[src/efr_pkg.sv]
// efr_pkg: shared constants and types of the edge function triangle fill core
// depends on nothing
`timescale 1ns / 1ps

package efr_pkg;

   localparam int SCREEN_WIDTH  = 128;
   localparam int SCREEN_HEIGHT = 128;
   localparam int FRAC_BITS     = 16;
   localparam int PIXEL_COUNT   = SCREEN_WIDTH * SCREEN_HEIGHT;

   localparam int CW  = 32;                       // vertex coordinate width
   localparam int DW  = CW + 1;                   // difference width
   localparam int PW  = 2 * DW;                   // product width
   localparam int EW  = 64;                       // edge value width
   localparam int XW  = $clog2(SCREEN_WIDTH);
   localparam int YW  = $clog2(SCREEN_HEIGHT);
   localparam int AW  = $clog2(PIXEL_COUNT);
   localparam int NW  = 15;                       // pixels_drawn width
   localparam int COLW = 16;
   localparam int IDXW = 14;

   localparam int QDEPTH = 2;
   localparam int QPW    = $clog2(QDEPTH);
   localparam int QCW    = $clog2(QDEPTH + 1);

   localparam logic OP_DRAW = 1'b0;
   localparam logic OP_READ = 1'b1;

   localparam logic signed [EW-1:0] LIM_X = EW'((64'(SCREEN_WIDTH) << FRAC_BITS) - 64'd1);
   localparam logic signed [EW-1:0] LIM_Y = EW'((64'(SCREEN_HEIGHT) << FRAC_BITS) - 64'd1);

   typedef struct packed {
      logic                  op;
      logic signed [CW-1:0]  ax;
      logic signed [CW-1:0]  ay;
      logic signed [CW-1:0]  bx;
      logic signed [CW-1:0]  by;
      logic signed [CW-1:0]  cx;
      logic signed [CW-1:0]  cy;
      logic [COLW-1:0]       color;
      logic [IDXW-1:0]       rindex;
      logic signed [CW-1:0]  lo_x;
      logic signed [CW-1:0]  lo_y;
      logic [XW-1:0]         px0;
      logic [XW-1:0]         px1;
      logic [YW-1:0]         py0;
      logic [YW-1:0]         py1;
      logic                  empty;
   } efr_item_type;

   typedef struct packed {
      logic clearing;
   } efr_status_type;

endpackage

[src/efr_front.sv]
// efr_front: classifies an accepted transaction (clamped box, empty test) and queues it
// depends on efr_pkg
`timescale 1ns / 1ps

module efr_front (
   input  logic                         clock,
   input  logic                         reset,
   input  logic                         push,
   input  logic                         req_operation,
   input  logic signed [31:0]           req_vertex_a_x,
   input  logic signed [31:0]           req_vertex_a_y,
   input  logic signed [31:0]           req_vertex_b_x,
   input  logic signed [31:0]           req_vertex_b_y,
   input  logic signed [31:0]           req_vertex_c_x,
   input  logic signed [31:0]           req_vertex_c_y,
   input  logic [15:0]                  req_fill_color,
   input  logic [13:0]                  req_read_index,
   input  logic                         pop,
   output efr_pkg::efr_item_type        head,
   output logic                         head_valid,
   output logic                         full
);
   import efr_pkg::*;

   efr_item_type            item;
   logic signed [EW-1:0]    mnx, mny, mxx, mxy;
   efr_item_type            q_ff [QDEPTH];
   logic [QPW-1:0]          wr_ptr_ff, wr_ptr_in, rd_ptr_ff, rd_ptr_in;
   logic [QCW-1:0]          cnt_ff, cnt_in;

   function automatic logic signed [EW-1:0] min3(input logic signed [CW-1:0] a,
      input logic signed [CW-1:0] b, input logic signed [CW-1:0] c);
      logic signed [CW-1:0] m;
      m = (a < b) ? a : b;
      m = (m < c) ? m : c;
      return EW'(m);
   endfunction

   function automatic logic signed [EW-1:0] max3(input logic signed [CW-1:0] a,
      input logic signed [CW-1:0] b, input logic signed [CW-1:0] c);
      logic signed [CW-1:0] m;
      m = (a > b) ? a : b;
      m = (m > c) ? m : c;
      return EW'(m);
   endfunction

   always_comb begin
      mnx = min3(req_vertex_a_x, req_vertex_b_x, req_vertex_c_x);
      mny = min3(req_vertex_a_y, req_vertex_b_y, req_vertex_c_y);
      mxx = max3(req_vertex_a_x, req_vertex_b_x, req_vertex_c_x);
      mxy = max3(req_vertex_a_y, req_vertex_b_y, req_vertex_c_y);
      if (mnx < 0) mnx = '0;
      if (mny < 0) mny = '0;
      if (mxx > LIM_X) mxx = LIM_X;
      if (mxy > LIM_Y) mxy = LIM_Y;
      item.op     = req_operation;
      item.ax     = req_vertex_a_x;
      item.ay     = req_vertex_a_y;
      item.bx     = req_vertex_b_x;
      item.by     = req_vertex_b_y;
      item.cx     = req_vertex_c_x;
      item.cy     = req_vertex_c_y;
      item.color  = req_fill_color;
      item.rindex = req_read_index;
      item.lo_x   = mnx[CW-1:0];
      item.lo_y   = mny[CW-1:0];
      item.px0    = mnx[FRAC_BITS+XW-1:FRAC_BITS];
      item.px1    = mxx[FRAC_BITS+XW-1:FRAC_BITS];
      item.py0    = mny[FRAC_BITS+YW-1:FRAC_BITS];
      item.py1    = mxy[FRAC_BITS+YW-1:FRAC_BITS];
      item.empty  = (mnx > mxx) || (mny > mxy);
   end

   assign head       = q_ff[rd_ptr_ff];
   assign head_valid = (cnt_ff != '0);
   assign full       = (cnt_ff == QCW'(QDEPTH));

   always_comb begin
      wr_ptr_in = push ? wr_ptr_ff + 1'b1 : wr_ptr_ff;
      rd_ptr_in = pop ? rd_ptr_ff + 1'b1 : rd_ptr_ff;
      cnt_in    = cnt_ff + QCW'(push) - QCW'(pop);
   end

   always_ff @(posedge clock) begin
      if (reset) begin
         wr_ptr_ff <= '0;
         rd_ptr_ff <= '0;
         cnt_ff    <= '0;
      end else begin
         wr_ptr_ff <= wr_ptr_in;
         rd_ptr_ff <= rd_ptr_in;
         cnt_ff    <= cnt_in;
      end
      if (push) q_ff[wr_ptr_ff] <= item;
   end

endmodule

[config.mk]
export PLATFORM = sky130hd
export DESIGN_NAME = efr_front
export DESIGN_NICKNAME = d
export VERILOG_FILES = /design/src/efr_pkg.sv /design/src/efr_front.sv
export SDC_FILE = /design/constraint.sdc
export NUM_CORES = 1
export LEC_CHECK = 0
export BUFFER_PORTS_ARGS = -buffer_cell sky130_fd_sc_hd__buf_2
export CORE_ASPECT_RATIO = 1.2
export CORE_MARGIN = 5
export CORE_UTILIZATION = 45
export CTS_CLUSTER_SIZE = 25
export DETAILED_ROUTE_END_ITERATION = 10
export PLACE_DENSITY = 0.71
export SETUP_SLACK_MARGIN = 0.1
export SLEW_MARGIN = 5
export SYNTH_ARGS = -nofsm -noshare
export SYNTH_HDL_FRONTEND = slang
export SYNTH_SLANG_ARGS = --single-unit
[constraint.sdc]
create_clock -name clock -period 15.35 [get_ports clock]
set_input_delay 1.535 -clock clock [delete_from_list [all_inputs] [get_ports clock]]
set_output_delay 1.535 -clock clock [all_outputs]
set_load 0.01 [all_outputs]
== After elaboration in Yosys (flattened, before gate mapping) ==
Memories as Yosys holds them, arrays and structs flattened. A register that Yosys moved wholly into a read port is not among the register bits.
Index checks and enable logic that the tools add are counted.
Operators by class
  shift operators: 0
  multiplexer cells: 16
  multipliers: 0
  bitwise logic cells: 0
  order comparisons: 14
  div/mod/pow operators: 0
  reductions and logical operators: 2
  add/subtract/negate cells: 4
  eq/ne operators: 1
Operator list (count)
  $mux W32: 8
  $mux W64: 4
  $gt A32 B32 Y1: 4
  $gt A64 B64 Y1: 2
  $lt A32 B32 Y1: 4
  $gt A32 B24 Y1 const B: 2
  $lt A32 B1 Y1 const B: 2
  $mux W1: 4
  $add A1 B1 Y1 const B: 2
  $add A2 B1 Y2: 1
  $eq A2 B2 Y1 const B: 1
  $reduce_bool A2 Y1: 1
  $sub A2 B1 Y2: 1
  $logic_or A1 B1 Y1: 1
Word-level totals
  memories kept: 1
  memory bits (read-only): 0
  logic and storage cells: 41
  register bits: 4
  RAM bits: 632
  latch bits: 0
  output and inout port bits: 318
  input port bits: 227
Memory list
  q_ff: depth 2, width 316, read ports 1, clocked after memory_dff 1, wr ports 1, line efr_front.sv:27  | efr_item_type q_ff [QDEPTH];

== Logic depth before layout (Yosys ltp) ==
  depth after elaboration: 8
  gate-level depth with buffers: 35
  gate-level depth less buffers: 30

== Worst setup path after synthesis ==
No wires, ideal clock.
  kind: input to register
  from: in push
  to: mem q_ff[0][0] in the netlist's numbering (enable)
  setup time: 1003 ps
  data arrival time: 14430 ps
  stages on the path: 1
  slack: -83 ps
  path buffers: 0
  data required time: 14347 ps
  cells stage by stage: nor2b_1
Between the ends
  longest elaborated chain between the ends: 2
Ends and longest elaborated chain
  from (decl): line efr_front.sv:8  | input logic push,
  $mux W1: line efr_front.sv:94  | if (push) q_ff[wr_ptr_ff] <= item;
  $mux W1 (not written as such): line efr_front.sv:94
  to (decl): line efr_front.sv:27
Every way passes these cells.

==> impl_metrics.py <==
metrics = {
    "status": {
        "status": "complete, no violations",
    },
    "drt": {
        "first_pass_iters": 5,
        "wl_per_cell_um": 23.87,
        "wirelength_um": 90800,
        "vias": 21380,
        "vias_per_cell": 5.620,
        "initialDrtViolationCount": 1653,
        "drc": 0,
        "final_antenna_net_count": 0,
    },
    "sta": {
        "worst_pin_slew_ns": 1.314,
        "slew_violations": 0,
        "hold_viol_final": 0,
        "fin_worst_skew_ns": 0.05077,
        "slew_headroom": 0.1243,
        "min_period_over_period": 0.7222,
        "period_minus_slack_ns": 11.09,
        "setup_viol": 0,
        "setup-tns-final_ns": 0,
        "whs_ns": 0.5555,
        "max_freq_ghz": 0.09020,
        "layout_setup_ws_ns": 4.264,
        "rsz0062_at_grt": "no",
    },
    "pwr": {
        "intPower_uw": 3283,
        "switching_share": 0.3015,
        "power_frac_seq": 0.427,
        "leakagePower_uw": 0.01521,
        "clockPowerShare": 0.307,
        "combPwrFrac": 0.266,
        "vdd_drop_max_mv": 0.09182,
        "p_switching_uw": 1417,
        "power_density_nw_per_um2": 126.8,
    },
    "clock_network": {
        "cts_setup_buffers": 0,
        "cts_sinks": 605,
        "ctsResizeCount": 0,
        "cts_root_buffer": "clkbuf_16",
        "htreeDepth": 2,
        "clk_pin_slew_ns": 0.06,
        "clockBufferDepth": 3,
        "cts_tree": "built",
        "cts_hold_buf": 0,
        "cts_buffers": 60,
        "clkLatencyLatePin_ns": 0.64,
    },
    "global_routing": {
        "grt_max_degree": 172,
        "grt-ovfl-total": 0,
        "grt.total_usage": 0.2293,
        "antenna_found_initial": 6,
        "grt_pass1_vias": 22180,
        "grt_pass1_wl_um": 133900,
    },
    "floorplan": {
        "io-pin-count": 545,
        "num_rows": 106,
        "die_y_um": 299.8,
        "start_util": 0.4532,
        "fp.dieW_um": 251.5,
        "core_area_um2": 69500,
        "dieArea_um2": 75400,
    },
    "critical_path": {
        "crit_arrival_ns": 11.42,
        "end_kind": "flip-flop",
        "worstPathRequired_ns": 15.68,
        "crit_path_top_delay_cell": "o311ai_0",
        "start_kind": "input pin",
        "path_buf_inv": 4,
        "cp_max_fo": 53,
        "crit_path_max_incr_delay_ns": 0.71,
        "crit_family": "compound AO/OA/AOI/OAI gates",
        "worstSetupPathType": "in2reg",
    },
    "logic_synthesis": {
        "ys_seq_elements": 605,
        "seq_area_frac_synth": 0.5753,
        "synth.avg_cell_area_um2": 13.59,
        "async_reset_ff_frac": 0,
        "ys.flop_type": "edfxtp_1",
        "synth_edf_count": 600,
        "synth_cells": 2317,
        "ys_types": 69,
        "yosys_warnings": 0,
        "syn_area_um2": 31490,
    },
    "placement": {
        "gp_congestion": 0.9178,
        "dp_hpwl_um": 67990,
        "portBuffers": 542,
        "dp.cells": 3697,
        "preCtsSetupSlack_ns": 3.743,
    },
    "cells_and_area": {
        "layout_commonest_cell": "edfxtp_1",
        "num-fill-cells": 5850,
        "instances_no_fill": 3804,
        "finish.net_count": 3322,
        "mostFrequentLayoutCells": "edfxtp_1 (600), buf_2 (542), mux2_2 (356), ha_1 (254), inv_1 (185)",
        "syn2layout_area_growth_pct": 17.65,
        "drive_above_1_share": 0.3580,
    },
    "job": {
        "maxCapViolCount": 0,
    },
    "hold_path": {
        "min_path_type": "reg2reg",
    },
}
-- stage by stage --
stage	instance area [µm²]	total power [µW]	util
global route	37050	4922	0.5331
CTS	37050	4736	0.5331
finish	37050	4700	0.5332
detailed placement	35150	3288	0.5057
global placement	35150	3264	0.5057
floorplan	31500	2856	-
-- final cells by class --
| class | count | area [µm²] | area share |
|---|---|---|---|
| flip-flops and latches | 605 | 18120 | 0.4891 |
| multi-input cells | 1429 | 12300 | 0.3318 |
| repair buffers | 560 | 2885 | 0.07787 |
| clock buffers | 70 | 1539 | 0.04153 |
| well taps | 918 | 1149 | 0.03100 |
| inverters | 185 | 694.4 | 0.01874 |
| clock inverters | 34 | 361.6 | 0.009759 |
| diodes | 3 | 7.507 | 0.0002026 |
-- flip-flops by register name (all words and copies together) (netlist names), named ones only --
name / flops
cnt_ff: 2
q_ff: 600
rd_ptr_ff: 1
wr_ptr_ff: 1
-- worst register-to-register path, stage by stage (launching register included) --
cell and delay, ns:
dfxtp_1 0.35, nor2b_4 0.81, buf_4 0.62, buf_4 0.88
-- synth_stat cells, types with 17 or more instances --
| master | count | area [µm²] |
|---|---|---|
| edfxtp_1 | 600 | 18020 |
| and2_1 | 18 | 112.6 |
| buf_4 | 18 | 135.1 |
| nand4_1 | 44 | 275.3 |
| mux2i_1 | 45 | 450.4 |
| nand2_1 | 116 | 435.4 |
| mux2_2 | 356 | 4009 |
| nand3_1 | 25 | 125.1 |
| o2bb2ai_1 | 61 | 534.3 |
| buf_2 | 20 | 100.1 |
| a21o_1 | 41 | 307.8 |
| nor2_1 | 90 | 337.8 |
| nor3_1 | 21 | 105.1 |
| o21ai_0 | 69 | 345.3 |
| inv_1 | 185 | 694.4 |
| ha_1 | 254 | 3178 |
| clkbuf_1 | 59 | 221.5 |
| o211ai_1 | 17 | 127.6 |
| a21oi_1 | 103 | 515.5 |
-- worst paths after layout --
check,from,endpoint,slack (ns),cells after the start
max,req_vertex_b_x[27],q_ff[1][0],4.26,30
max reg2reg,wr_ptr_ff,q_ff[0][164],12.23,3
min reg2reg,rd_ptr_ff,flip-flop,0.56,2
min,rd_ptr_ff,flip-flop,0.56,2
-- kinds of logic after synthesis --
family	Yosys count	synth area share
AO/OA/AOI/OAI	382	0.08363
other	1	0.0001191
XOR/XNOR	4	0.001113
AND/OR/NAND/NOR	384	0.05939
multiplexers	403	0.1425
buffers and inverters	284	0.03703
flip-flops	605	0.5753
adder cells (fa/ha/maj)	254	0.1009
-- power by group through the flow --
| stage | clock network [µW] | registers, µW | logic (µW) |
|---|---|---|---|
| after global routing | 1540 | 2020 | 1360 |
| after global placement | 0 | 2040 | 1230 |
| after floorplan | 0 | 2050 | 802 |
| final | 1440 | 2010 | 1250 |
| after detailed placement | 0 | 2040 | 1240 |
| after CTS | 1470 | 2010 | 1250 |
-- layer usage --
layer / up-vias / global-route usage / share of wire
met1: 10560 / 0.2707 / 0.38
met2: 777 / 0.4218 / 0.52
met5: - / 0 / 0.00036
met3: 173 / 0.04083 / 0.064
met4: 6 / 0.07512 / 0.035
li1: 9857 / - / -
No activity file was read; power rests on OpenSTA's default activity.
